$ cat src/sv/nflog_tlv_header_parser_core_assert.svh
// ----------------------------------------------------------------------------
// nflog tlv header parser assertion macros
// shared concurrent assertion forms, clocked on clk_i, off during reset
// ----------------------------------------------------------------------------
`ifndef NFLOG_TLV_HEADER_PARSER_CORE_ASSERT_SVH
`define NFLOG_TLV_HEADER_PARSER_CORE_ASSERT_SVH

// same-cycle implication
`define NTLV_ASSERT_SAME(lbl, ante, cons) \
  lbl: assert property (@(posedge clk_i) disable iff (!rst_ni) (ante) |-> (cons)) \
    else $error("ntlv assertion failed");

// next-cycle implication
`define NTLV_ASSERT_NEXT(lbl, ante, cons) \
  lbl: assert property (@(posedge clk_i) disable iff (!rst_ni) (ante) |=> (cons)) \
    else $error("ntlv assertion failed");

`endif

$ cat src/sv/ntlv_pkg.sv
// ----------------------------------------------------------------------------
// ntlv_pkg
// types and constants shared by the nflog tlv header parser modules
// ----------------------------------------------------------------------------
`default_nettype none

package ntlv_pkg;

  // input item
  typedef struct packed {
    logic [7:0] packet_byte;
    logic       last_byte;
  } ntlv_in_t;

  // result item
  typedef struct packed {
    logic [2:0]  status;
    logic [7:0]  protocol_family;
    logic [15:0] payload_offset;
    logic [15:0] payload_length;
  } ntlv_out_t;

  // position counter width, holds up to max packet length plus one
  localparam int unsigned POS_W = 17;

  // status codes
  localparam logic [2:0] ST_FOUND      = 3'd0;
  localparam logic [2:0] ST_TRUNC      = 3'd1;
  localparam logic [2:0] ST_VERSION    = 3'd2;
  localparam logic [2:0] ST_NO_PAYLOAD = 3'd3;
  localparam logic [2:0] ST_BAD_LEN    = 3'd4;
  localparam logic [2:0] ST_OVERSIZE   = 3'd5;
  localparam logic [2:0] ST_NONE       = 3'd7;

  // tlv type that marks the raw payload
  localparam logic [15:0] PAYLOAD_TYPE = 16'd9;

  // register select on paddr[2]
  localparam logic REG_TLV_BE = 1'b0;

endpackage

`default_nettype wire

$ cat src/sv/nflog_tlv_header_parser_core.sv
// ----------------------------------------------------------------------------
// nflog_tlv_header_parser_core
// streaming nflog link-layer header parser, one byte per cycle unless stalled, one result
// item per packet giving payload offset and length or an error status
// ----------------------------------------------------------------------------
//
//  channel | direction | handshake                 | payload
//  --------+-----------+---------------------------+----------------------------
//  in      | into core | in_valid_i / in_stall_o   | packet_byte, last_byte
//  out     | from core | out_valid_o / out_stall_i | status, family, offset, len
//  cfg     | into core | apb psel/penable/pready   | tlv_big_endian at 0x0
//
//  one byte is accepted per cycle while in_stall_o is low; parse state updates at the accepting edge
//  the result item of a packet shows on out_valid_o in the cycle after its last
//  byte is accepted, from a single output register
//  in_stall_o is high only while that register holds an item that is stalled
//  reset clears all parse state, the byte order register and the output valid
//  no clearing pass: the core accepts items right after reset
// ----------------------------------------------------------------------------
`default_nettype none
`include "nflog_tlv_header_parser_core_assert.svh"

module nflog_tlv_header_parser_core #(
  parameter int unsigned MAX_PACKET_BYTES = 65535
) (
  input  wire logic               clk_i,
  input  wire logic               rst_ni,
  // byte input channel
  input  wire logic               in_valid_i,
  output logic                    in_stall_o,
  input  wire ntlv_pkg::ntlv_in_t in_item_i,
  // result channel
  output logic                    out_valid_o,
  input  wire logic               out_stall_i,
  output ntlv_pkg::ntlv_out_t     out_item_o,
  // register port
  input  wire logic               psel,
  input  wire logic               penable,
  input  wire logic               pwrite,
  input  wire logic [2:0]         paddr,
  input  wire logic [31:0]        pwdata,
  output logic      [31:0]        prdata,
  output logic                    pready
);
  import ntlv_pkg::*;

  logic      tlv_be;
  logic      accept;
  logic      load;
  logic      out_full;
  ntlv_out_t result;

  // an item is taken whenever the output slot is not held by a stalled result
  assign in_stall_o = out_full;
  assign accept     = in_valid_i && !in_stall_o;

  // byte order register
  ntlv_cfg_regs u_cfg (
    .clk_i    (clk_i),
    .rst_ni   (rst_ni),
    .psel     (psel),
    .penable  (penable),
    .pwrite   (pwrite),
    .paddr    (paddr),
    .pwdata   (pwdata),
    .prdata   (prdata),
    .pready   (pready),
    .tlv_be_o (tlv_be)
  );

  // per-byte parse and decision
  ntlv_parse #(
    .MAX_PACKET_BYTES (MAX_PACKET_BYTES)
  ) u_parse (
    .clk_i    (clk_i),
    .rst_ni   (rst_ni),
    .accept_i (accept),
    .item_i   (in_item_i),
    .tlv_be_i (tlv_be),
    .load_o   (load),
    .result_o (result)
  );

  // result register
  ntlv_out_reg u_out (
    .clk_i       (clk_i),
    .rst_ni      (rst_ni),
    .load_i      (load),
    .data_i      (result),
    .out_stall_i (out_stall_i),
    .full_o      (out_full),
    .out_valid_o (out_valid_o),
    .out_item_o  (out_item_o)
  );

  // a last byte taken always yields a result item next cycle
  `NTLV_ASSERT_NEXT(a_last_gives_result, accept && in_item_i.last_byte, out_valid_o)
  // stalling the input only happens with a result waiting
  `NTLV_ASSERT_SAME(a_stall_needs_result, in_stall_o, out_valid_o)
  // a found payload starts after the nflog header and one tlv header
  `NTLV_ASSERT_SAME(a_found_offset,
                    out_valid_o && (out_item_o.status == ST_FOUND),
                    out_item_o.payload_offset >= 16'd8)
  // error results carry no offset or length
  `NTLV_ASSERT_SAME(a_error_zero,
                    out_valid_o && (out_item_o.status != ST_FOUND),
                    (out_item_o.payload_offset == 16'd0) &&
                    (out_item_o.payload_length == 16'd0))

endmodule

`default_nettype wire

$ cat src/sv/ntlv_cfg_regs.sv
// ----------------------------------------------------------------------------
// ntlv_cfg_regs
// apb register file, holds the tlv byte order bit
// ----------------------------------------------------------------------------
`default_nettype none

module ntlv_cfg_regs (
  input  wire logic        clk_i,
  input  wire logic        rst_ni,
  input  wire logic        psel,
  input  wire logic        penable,
  input  wire logic        pwrite,
  input  wire logic [2:0]  paddr,
  input  wire logic [31:0] pwdata,
  output logic      [31:0] prdata,
  output logic             pready,
  output logic             tlv_be_o
);
  import ntlv_pkg::*;

  logic tlv_be_q, tlv_be_d;
  logic wr_en;

  assign pready = 1'b1;
  assign wr_en  = psel && penable && pwrite && (paddr[2] == REG_TLV_BE);

  always_comb begin
    tlv_be_d = tlv_be_q;
    if (wr_en) begin
      tlv_be_d = pwdata[0];
    end
  end

  always_ff @(posedge clk_i or negedge rst_ni) begin
    if (!rst_ni) begin
      tlv_be_q <= 1'b0;
    end else begin
      tlv_be_q <= tlv_be_d;
    end
  end

  // reads decode paddr[2] only; the low address bits are ignored
  always_comb begin
    prdata = 32'd0;
    if (paddr[2] == REG_TLV_BE) begin
      prdata = {31'd0, tlv_be_q};
    end
  end

  assign tlv_be_o = tlv_be_q;

endmodule

`default_nettype wire

$ cat src/sv/ntlv_parse.sv
// ----------------------------------------------------------------------------
// ntlv_parse
// per-byte parse state and result decision for one packet
// ----------------------------------------------------------------------------
`default_nettype none

module ntlv_parse #(
  parameter int unsigned MAX_PACKET_BYTES = 65535
) (
  input  wire logic              clk_i,
  input  wire logic              rst_ni,
  input  wire logic              accept_i,
  input  wire ntlv_pkg::ntlv_in_t item_i,
  input  wire logic              tlv_be_i,
  output logic                   load_o,
  output ntlv_pkg::ntlv_out_t    result_o
);
  import ntlv_pkg::*;

  typedef enum logic [1:0] {
    PH_HEADER = 2'd0,
    PH_TLV    = 2'd1,
    PH_SKIP   = 2'd2,
    PH_DONE   = 2'd3
  } phase_e;

  localparam logic [POS_W-1:0] PosMax = POS_W'(MAX_PACKET_BYTES);
  localparam logic [POS_W-1:0] PosSat = POS_W'(MAX_PACKET_BYTES + 1);

  phase_e           phase_q, phase_n, phase_d;
  logic [POS_W-1:0] pos_q, pos_n, pos_d;
  logic [7:0]       family_q, family_n, family_d;
  logic             vbad_q, vbad_n, vbad_d;
  logic [2:0][7:0]  hdr_q, hdr_n, hdr_d;
  logic [15:0]      skip_q, skip_n, skip_d;
  logic [2:0]       latched_q, latched_n, latched_d;
  logic [15:0]      found_q, found_n, found_d;

  logic [7:0]       b;
  logic             last;
  logic [1:0]       slot;
  logic             tlv_go;
  logic [2:0]       st;
  logic [15:0]      tlv_len;
  logic [15:0]      tlv_kind;
  logic [16:0]      len_sum;
  logic [16:0]      skip_full;
  logic [2:0]       st_fin;

  assign b    = item_i.packet_byte;
  assign last = item_i.last_byte;
  assign slot = pos_q[1:0];

  // tlv header fields, byte 3 is the byte arriving now
  always_comb begin
    if (tlv_be_i) begin
      tlv_len  = {hdr_q[0], hdr_q[1]};
      tlv_kind = {hdr_q[2], b};
    end else begin
      tlv_len  = {hdr_q[1], hdr_q[0]};
      tlv_kind = {b, hdr_q[2]};
    end
    len_sum   = {1'b0, tlv_len} + 17'd3;
    // rounded length minus the header itself
    skip_full = {len_sum[16:2] - 15'd1, 2'b00};
  end

  // one byte step
  always_comb begin
    phase_n   = phase_q;
    pos_n     = pos_q;
    family_n  = family_q;
    vbad_n    = vbad_q;
    hdr_n     = hdr_q;
    skip_n    = skip_q;
    latched_n = latched_q;
    found_n   = found_q;
    st        = ST_NONE;
    tlv_go    = 1'b0;
    if (accept_i) begin
      if (pos_q < PosSat) begin
        pos_n = pos_q + POS_W'(1);
      end
      unique case (phase_q)
        PH_HEADER: begin
          if (pos_q < POS_W'(4)) begin
            if (pos_q == '0) begin
              family_n = b;
            end else if (pos_q == POS_W'(1)) begin
              vbad_n = (b != 8'd0);
            end
            if (last) begin
              st = ST_TRUNC;
            end
          end else if (vbad_q) begin
            latched_n = ST_VERSION;
            phase_n   = PH_DONE;
          end else begin
            phase_n = PH_TLV;
            tlv_go  = 1'b1;
          end
        end
        PH_TLV: begin
          tlv_go = 1'b1;
        end
        PH_SKIP: begin
          if (last) begin
            st = (skip_q > 16'd1) ? ST_BAD_LEN : ST_NO_PAYLOAD;
          end else begin
            skip_n = skip_q - 16'd1;
            if (skip_n == 16'd0) begin
              phase_n = PH_TLV;
            end
          end
        end
        PH_DONE: begin
          // bytes after a decision are only counted
        end
      endcase
      if (tlv_go) begin
        if (slot != 2'd3) begin
          hdr_n[slot] = b;
        end
        if (last) begin
          st = ST_NO_PAYLOAD;
        end else if (slot == 2'd3) begin
          if (tlv_kind == PAYLOAD_TYPE) begin
            found_n   = pos_q[15:0] + 16'd1;
            latched_n = ST_FOUND;
            phase_n   = PH_DONE;
          end else if (tlv_len < 16'd4) begin
            latched_n = ST_BAD_LEN;
            phase_n   = PH_DONE;
          end else begin
            skip_n = skip_full[15:0];
            if (skip_full != 17'd0) begin
              phase_n = PH_SKIP;
            end
          end
        end
      end
    end
  end

  // final decision and clear at packet end
  always_comb begin
    st_fin = st;
    if (st_fin == ST_NONE) begin
      st_fin = latched_n;
    end
    if (st_fin == ST_NONE) begin
      st_fin = ST_NO_PAYLOAD;
    end
    if (pos_n > PosMax) begin
      st_fin = ST_OVERSIZE;
    end

    load_o                   = accept_i && last;
    result_o.status          = st_fin;
    result_o.protocol_family = family_n;
    result_o.payload_offset  = 16'd0;
    result_o.payload_length  = 16'd0;
    if (st_fin == ST_FOUND) begin
      result_o.payload_offset = found_n;
      result_o.payload_length = pos_n[15:0] - found_n;
    end

    phase_d   = phase_n;
    pos_d     = pos_n;
    family_d  = family_n;
    vbad_d    = vbad_n;
    hdr_d     = hdr_n;
    skip_d    = skip_n;
    latched_d = latched_n;
    found_d   = found_n;
    if (accept_i && last) begin
      phase_d   = PH_HEADER;
      pos_d     = '0;
      family_d  = 8'd0;
      vbad_d    = 1'b0;
      hdr_d     = '0;
      skip_d    = 16'd0;
      latched_d = ST_NONE;
      found_d   = 16'd0;
    end
  end

  always_ff @(posedge clk_i or negedge rst_ni) begin
    if (!rst_ni) begin
      phase_q   <= PH_HEADER;
      pos_q     <= '0;
      family_q  <= 8'd0;
      vbad_q    <= 1'b0;
      hdr_q     <= '0;
      skip_q    <= 16'd0;
      latched_q <= ST_NONE;
      found_q   <= 16'd0;
    end else begin
      phase_q   <= phase_d;
      pos_q     <= pos_d;
      family_q  <= family_d;
      vbad_q    <= vbad_d;
      hdr_q     <= hdr_d;
      skip_q    <= skip_d;
      latched_q <= latched_d;
      found_q   <= found_d;
    end
  end

endmodule

`default_nettype wire

$ cat src/sv/ntlv_out_reg.sv
// ----------------------------------------------------------------------------
// ntlv_out_reg
// result register on the output channel
// ----------------------------------------------------------------------------
`default_nettype none

module ntlv_out_reg (
  input  wire logic               clk_i,
  input  wire logic               rst_ni,
  input  wire logic               load_i,
  input  wire ntlv_pkg::ntlv_out_t data_i,
  input  wire logic               out_stall_i,
  output logic                    full_o,
  output logic                    out_valid_o,
  output ntlv_pkg::ntlv_out_t     out_item_o
);
  import ntlv_pkg::*;

  logic      valid_q, valid_d;
  ntlv_out_t data_q, data_d;

  always_comb begin
    valid_d = valid_q;
    data_d  = data_q;
    if (load_i) begin
      valid_d = 1'b1;
      data_d  = data_i;
    end else if (valid_q && !out_stall_i) begin
      valid_d = 1'b0;
    end
  end

  always_ff @(posedge clk_i or negedge rst_ni) begin
    if (!rst_ni) begin
      valid_q <= 1'b0;
    end else begin
      valid_q <= valid_d;
    end
  end

  always_ff @(posedge clk_i) begin
    data_q <= data_d;
  end

  // full and held: the slot cannot take a new result this cycle
  assign full_o      = valid_q && out_stall_i;
  assign out_valid_o = valid_q;
  assign out_item_o  = data_q;

endmodule

`default_nettype wire

$ cat config.mk
export PLATFORM = sky130hd
export DESIGN_NAME = nflog_tlv_header_parser_core
export DESIGN_NICKNAME = d
export VERILOG_FILES = /design/src/sv/ntlv_pkg.sv /design/src/sv/nflog_tlv_header_parser_core.sv /design/src/sv/ntlv_cfg_regs.sv /design/src/sv/ntlv_parse.sv /design/src/sv/ntlv_out_reg.sv
export VERILOG_INCLUDE_DIRS = /design/src /design/src/sv
export SDC_FILE = /design/constraint.sdc
export NUM_CORES = 1
export LEC_CHECK = 0
export ABC_AREA = 1
export BUFFER_PORTS_ARGS = -buffer_cell sky130_fd_sc_hd__buf_2
export CORE_MARGIN = 2
export CORE_UTILIZATION = 54
export CTS_CLUSTER_DIAMETER = 150
export DETAILED_ROUTE_END_ITERATION = 10
export PLACE_DENSITY_LB_ADDON = 0.08
export REMOVE_ABC_BUFFERS = 1
export SETUP_SLACK_MARGIN = 0.3
export SLEW_MARGIN = 5
export SYNTH_ARGS = -nofsm -noshare
export SYNTH_HDL_FRONTEND = slang
export SYNTH_HIERARCHICAL = 1
export SYNTH_SLANG_ARGS = --single-unit
$ cat constraint.sdc
create_clock -name clk_i -period 4.5 [get_ports clk_i]
set_clock_uncertainty 0.2 [all_clocks]
set_input_delay 0.225 -clock clk_i [delete_from_list [all_inputs] [get_ports clk_i]]
set_output_delay 0.225 -clock clk_i [all_outputs]
set_load 0.005 [all_outputs]
# Word-level counts from Yosys, hierarchy flattened
# Cells that the tools add are included.
[totals]
input_bits = 51
ff_bits = 132
out_inout_bits = 78
word_cells = 143
[classes]
eq_ne = 9
n_mux = 79
n_reduce_logical = 25
n_bitwise = 1
add_sub_neg = 6
order_cmp = 7
[ops]
columns = ["op", "count"]
rows = [
  ["two-way mux 16 bit", 17],
  ["two-way mux 24 bit", 4],
  ["two-way mux 3 bit", 20],
  ["two-way mux 17 bit", 3],
  ["two-way mux 8 bit", 6],
  ["bitwise mux 24 bit", 1],
  ["two-way mux 2 bit", 12],
  ["adder 16 x 2 -> 17 bit (second input constant)", 1],
  ["adder 17 x 1 -> 17 bit (second input constant)", 1],
  ["== test 17 x 1 -> 1 bit (second input constant)", 1],
  ["> comparator 17 x 16 -> 1 bit (second input constant)", 1],
  ["zero test 17 bit", 1],
  ["less-than comparator 17 bit (second input constant)", 1],
  ["less-than comparator 17 x 3 -> 1 bit (second input constant)", 1],
  ["nonzero test 17 bit", 1],
  ["adder 16 x 1 -> 16 bit (second input constant)", 1],
  ["demux 8 bit (select 2 bit)", 1],
  ["== test 16 x 4 -> 1 bit (second input constant)", 1],
  ["> comparator 16 x 1 -> 1 bit (second input constant)", 1],
  ["zero test 16 bit", 1],
  ["less-than comparator 16 x 3 -> 1 bit (second input constant)", 1],
  ["subtractor 16 x 1 -> 16 bit (second input constant)", 1],
  ["subtractor 16 bit", 1],
  ["subtractor 15 x 1 -> 15 bit (second input constant)", 1],
  ["19 further kinds", 47],
]

# Logic depth before layout (Yosys ltp)
[logic_depth]
depth_word = 14
ltp_mapped = 26
depth_no_buf = 25

# By module
# Netlist, hierarchy kept.
[modules_own_cells]
columns = ["mod", "area_each_um2", "instances", "seq_area_each_um2", "cells_each"]
rows = [
  ["ntlv_parse", 7005.5, 1, 2180.8, 1031],
  ["ntlv_out_reg", 1331.3, 1, 1316.3, 48],
  ["ntlv_cfg_regs", 314.1, 1, 25.0, 45],
  ["nflog_tlv_header_parser_core", 10.0, 1, 0.0, 2],
]

# Worst setup path before layout
# OpenSTA, ideal clock, no wires.
[synth_path]
kind = "register to register"
start = "register u_out.valid_q (netlist: u_out/out_valid_o)"
end = "register u_out.data_q, in the netlist u_out/out_item_o[11] (data pin)"
arrival_time_ns = 3.265
path_slack_ns = 0.779
period_less_slack_ns = 3.721
path_stages_with_launch = 24
path_cell_list = "dfrtp_1 -> nand2_1 -> inv_1 -> nor2_2 -> buf_2 -> inv_1 -> nor2_1 -> inv_1 -> clkbuf_1 -> o21ai_0 -> nand2_1 -> ha_1 -> nand3_1 -> a21oi_1 -> o21ai_0 -> nand2_1 -> nand2_1 -> a22oi_1 -> nand3_1 -> nand2_1 -> nand3_1 -> nand3_1 -> xor2_1 -> nor2_1"
[synth_via]
elab_chain_len = 10
word_cells_on_any_way = 15
[synth_lines]
columns = ["item", "line", "text"]
rows = [
  ["from (decl)", "ntlv_out_reg.sv:19", "logic valid_q, valid_d;"],
  ["from (signal assigned)", "ntlv_out_reg.sv:37", "valid_q <= valid_d;"],
  ["logical AND 1 bit *", "ntlv_out_reg.sv:46", "assign full_o = valid_q && out_stall_i;"],
  ["via in_stall_o", "nflog_tlv_header_parser_core.sv:30", "output logic in_stall_o,"],
  ["zero test 1 bit *", "nflog_tlv_header_parser_core.sv:55", "assign accept = in_valid_i && !in_stall_o;"],
  ["logical AND 1 bit *", "nflog_tlv_header_parser_core.sv:55", ""],
  ["via accept", "nflog_tlv_header_parser_core.sv:48", "logic accept;"],
  ["branches (longest 7 deep; another with > comparator 17 x 16 -> 1 bit)", "n/a", ""],
  ["to (signal assigned)", "ntlv_out_reg.sv:42", "data_q <= data_d;"],
  ["to (decl)", "ntlv_out_reg.sv:20", "ntlv_out_t data_q, data_d;"],
]
# Mark *: on every way through the listed nets, which the timed path passes.
# A chain may end at the register's enable or synchronous reset.

# Final worst setup path
[layout_path]
start = "register u_parse.pos_q[5]"
end = "register u_out.data_q, in the netlist u_out/out_item_o[11] (data pin)"
[layout_via]
elab_chain_len = 14
word_cells_on_any_way = 35
[layout_lines]
columns = ["item", "line", "text"]
rows = [
  ["from (decl)", "ntlv_parse.sv:31", "logic [POS_W-1:0] pos_q, pos_n, pos_d;"],
  ["from (signal assigned)", "ntlv_parse.sv:200", "pos_q <= pos_d;"],
  ["less-than comparator 17 x 3 -> 1 bit", "ntlv_parse.sv:86", "if (pos_q < POS_W'(4)) begin"],
  ["two-way mux 3 bit", "ntlv_parse.sv:86", ""],
  ["two-way mux 3 bit", "ntlv_parse.sv:84", "unique case (phase_q)"],
  ["two-way mux 3 bit", "ntlv_parse.sv:131", "end else if (tlv_len < 16'd4) begin"],
  ["two-way mux 3 bit", "ntlv_parse.sv:127", "if (tlv_kind == PAYLOAD_TYPE) begin"],
  ["two-way mux 3 bit", "ntlv_parse.sv:126", "end else if (slot == 2'd3) begin"],
  ["two-way mux 3 bit", "ntlv_parse.sv:124", "if (last) begin"],
  ["two-way mux 3 bit", "ntlv_parse.sv:120", "if (tlv_go) begin"],
  ["two-way mux 3 bit", "ntlv_parse.sv:80", "if (accept_i) begin"],
  ["two-way mux 3 bit", "ntlv_parse.sv:148", "if (st_fin == ST_NONE) begin"],
  ["== test 3 bit", "ntlv_parse.sv:151", "if (st_fin == ST_NONE) begin"],
  ["two-way mux 3 bit", "ntlv_parse.sv:151", ""],
  ["two-way mux 3 bit", "ntlv_parse.sv:154", "if (pos_n > PosMax) begin"],
  ["zero test 3 bit", "ntlv_parse.sv:163", "if (st_fin == ST_FOUND) begin"],
]
# Several ways; a longest one is shown, not always the timed one. The select of a mux whose other input is x is not followed.

==> impl_metrics.env <==
export IMPL_holdWs_ns=0.103
export IMPL_synth_cell_types=57
export IMPL_firstDrtPassIters=5
export IMPL_power_density_nw_per_um2=526
export IMPL_fin_cells=1437
export IMPL_syn_area_um2=8660
export IMPL_port_buffers=63
export IMPL_fill_cells=1448
export IMPL_routed_wl_mm=19.7
export IMPL_fp_dieH_um=131
export IMPL_syn_inst=1126
export IMPL_tightest_slew_ns=0.999
export IMPL_drt_iter0_drc=530
export IMPL_power_mw=5.22
export IMPL_min_period_ns=3.96
export IMPL_viasPerCell=5.13
export IMPL_min_path_type="primary input to flop"
export IMPL_num_rows=46
export IMPL_slew_headroom_pct=32.9
export IMPL_syn_avg_cell_area_um2=7.69
export IMPL_dp_hpwl_mm=13.8
export IMPL_grt_overflow_total=0
export IMPL_status="completed"
export IMPL_arrival_ns=3.92
export IMPL_cp_slowest_cell="dfrtp_1"
export IMPL_antenna_found_initial=0
export IMPL_grt_max_degree=84
export IMPL_yosysWarnings=6
export IMPL_ios=129
export IMPL_synth_most_common_cell="nand2_1"
export IMPL_wire_per_inst_um=13.7
export IMPL_crit_chain="or2_1 > nor3_2 > nand2_1 > nand2_1 > a21oi_4 > nand2_2 > nor2_4 > inv_6 > nand2_1 > o21ai_0 > inv_1 > ha_4 > nand3_1 > a21oi_2 > o21ai_1 > nand2_1 > nand2_1 > a22oi_2 > nand3_1 > nand2_1 > nand3_1 > nand3_1 > xor2_1 > nor2_1"
export IMPL_worstSetupStartpointType="flop"
export IMPL_core_area_um2=15800
export IMPL_timing_fmax_ghz=0.252
export IMPL_yosysSeqAreaShare_pct=40.7
export IMPL_synth_edff_count=43
export IMPL_grt_pass1_wl_mm=32.6
export IMPL_final_max_slew_viol_count=0
export IMPL_insertion_delay_ns=0.43
export IMPL_vias=7367
export IMPL_hold_viol=0
export IMPL_ctsHtreeMaxLevel=4
export IMPL_yosys_area_top_type_share_pct=24.8
export IMPL_start_util_pct=54.9
export IMPL_fin_crit_sh_pct=88.0
export IMPL_cts_tree="done"
export IMPL_num_antenna_cells=0
export IMPL_rsz0062_at_grt="true"
export IMPL_synth_commonest_cells="286 x nand2_1, 131 x inv_1, 104 x nor2_1"
export IMPL_drc=0
export IMPL_crit_top_cell="nand2_1"
export IMPL_crit_fanout=15
export IMPL_cp_required_ns=4.46
export IMPL_postRouteAntennaNets=0
export IMPL_critical_path_top_delay_family="simple AND/OR/NAND/NOR gates"
export IMPL_cp_num_buf_inv=2
export IMPL_nets=1284
export IMPL_cts_buffer_depth=2
export IMPL_placed_cells=1388
export IMPL_final_setup_tns_ns=0
export IMPL_seq_area_um2=3520
export IMPL_cts_buffers=17
export IMPL_clock_sinks=132
export IMPL_grt_pass1_vias=6673
export IMPL_multi_input_area_um2=4410
export IMPL_track_usage_pct=24.2
export IMPL_yosys_top_cells_area="dfrtp_1 25%, edfxtp_1 15%, nand2_1 12%"
export IMPL_cts_root_buf="clkbuf_16"
export IMPL_gp_congestion=0.838
export IMPL_leakagePower_nw=4.79
export IMPL_setup_violations=0
export IMPL_drive_gt1_share_pct=18.1
export IMPL_yosys_area_top_type="dfrtp_1"
export IMPL_timing_critical_path_to_type="flop"
export IMPL_cpPeakStageDelay_ns=0.42
export IMPL_crit_type="flop to flop"
export IMPL_die_x_um=131
export IMPL_maxCapViolations=0
export IMPL_clk_pin_slew_ns=0.06
export IMPL_syn2layout_area_growth_pct=14.5
export IMPL_finalInstanceArea_um2=9920
export IMPL_placed_area_um2=9050
export IMPL_dieArea_um2=17100
export IMPL_vdd_drop_max_uv=378
export IMPL_async_flop_share_pct=67.4
export IMPL_synthFlopType="dfrtp_1"
export IMPL_synth_seq_cells=132
==> layout make-up <==
class,count,share of cell area (%)
timing repair buffer,93,5.84
tap,216,2.72
sequential,132,35.5
inverter,136,5.21
clock inverter,15,1.94
clock buffer,17,4.29
multi-input combinational,828,44.5
==> worst min-delay path: stages <==
cell and delay (ns):
buf_2 0.10, nor3b_2 0.05, nand4_1 0.11, o21ai_0 0.09, a21oi_1 0.11
==> through the flow <==
stage	worst slack, ns	util, %
floorplan	0.0344	-
detailed placement	0.149	57.4
global route	0.257	62.9
global placement	0.331	57.4
finish	0.538	62.9
CTS	0.311	62.2
==> worst paths after layout <==
check	start	endpoint	slack [ns]	depth (start not counted)
setup / recovery	u_parse/pos_q[5]$_DFF_PN0_	u_out/out_item_o[11]$_DFFE_PP_	0.54	24
min in group asynchronous	rst_ni	u_parse/skip_q[14]$_DFFE_PN0N_	0.24	2
hold reg to reg	u_parse/latched_q[0]$_DFF_PN1_	u_parse/latched_q[0]$_DFF_PN1_	0.28	2
max in group asynchronous	rst_ni	u_parse/pos_q[3]$_DFF_PN0_	2.89	3
hold / removal	in_item_i[3]	u_parse/vbad_q$_DFFE_PN0P_	0.10	5
setup reg to reg	u_parse/pos_q[5]$_DFF_PN0_	u_out/out_item_o[11]$_DFFE_PP_	0.54	24
==> layer usage <==
metal | wire length (um) | track usage, %
met2 | 8920 | 37.7
met4 | 247 | 6.20
met3 | 920 | 5.33
met5 | 0 | 0
met1 | 9590 | 34.5
==> sequential cells by signal (all words and copies together), names as in the netlist <==
register / count
u_parse/phase_q: 2
u_parse/vbad_q: 1
u_parse/pos_q: 17
u_out/out_valid_o: 1
u_parse/latched_q: 3
u_out/out_item_o: 43
u_parse/found_q: 16
u_cfg/tlv_be_o: 1
u_parse/skip_q: 16
u_parse/hdr_q: 24
u_parse/family_q: 8
==> cell families (layout without fill, tap and decap cells) <==
family | count (synthesis) | in the layout | synth area share [%]
adder cells (fa/ha/maj) | 25 | 25 | 3.70
other | 2 | 32 | 0.0867
XOR/XNOR | 36 | 36 | 3.64
buffers and inverters | 196 | 261 | 10.6
flip-flops | 132 | 132 | 40.7
AO/OA/AOI/OAI | 161 | 161 | 11.0
AND/OR/NAND/NOR | 574 | 574 | 30.4
==> repair_timing <==
action | 4_1_cts | 5_1_grt
endpoints found under the setup margin | 4 | 9
hold endpoints to repair | 101 | 0
gates resized for setup | 3 | 16
hold buffers | 13 | 0
setup buffers | 0 | 4
pin swaps | 1 | 4
==> cells in the final DEF, fill, tap and decap left out, types with 4 or more instances in the layout <==
cell and instances:
conb_1 32, ha_1 22, nand2_2 19, o21ai_0 59
clkbuf_16 17, buf_4 17, edfxtp_1 43, a21oi_1 41
nor2_2 40, dlygate4sd3_1 13, nand3_2 7, nand2_1 285
o22ai_1 19, o211ai_1 6, xor2_1 29, or2_2 5
nor2_1 103, a21o_1 4, inv_1 130, clkinv_4 4
nor3_2 4, o21ai_2 4, nand3_1 60, nand4_1 20
inv_6 6, nor2_4 7, o21ai_1 4, nor3_1 8
a211oi_1 4, and2_1 4, dfrtp_1 86, xnor2_1 7
buf_2 62
==> where the power goes <==
group          leakage [nW]  switching, mW  internal, mW
combinational          2.88           1.46         0.760
sequential             1.61          0.129          1.42
clock                 0.301          0.573         0.885
No activity file was read; power rests on OpenSTA's default activity.
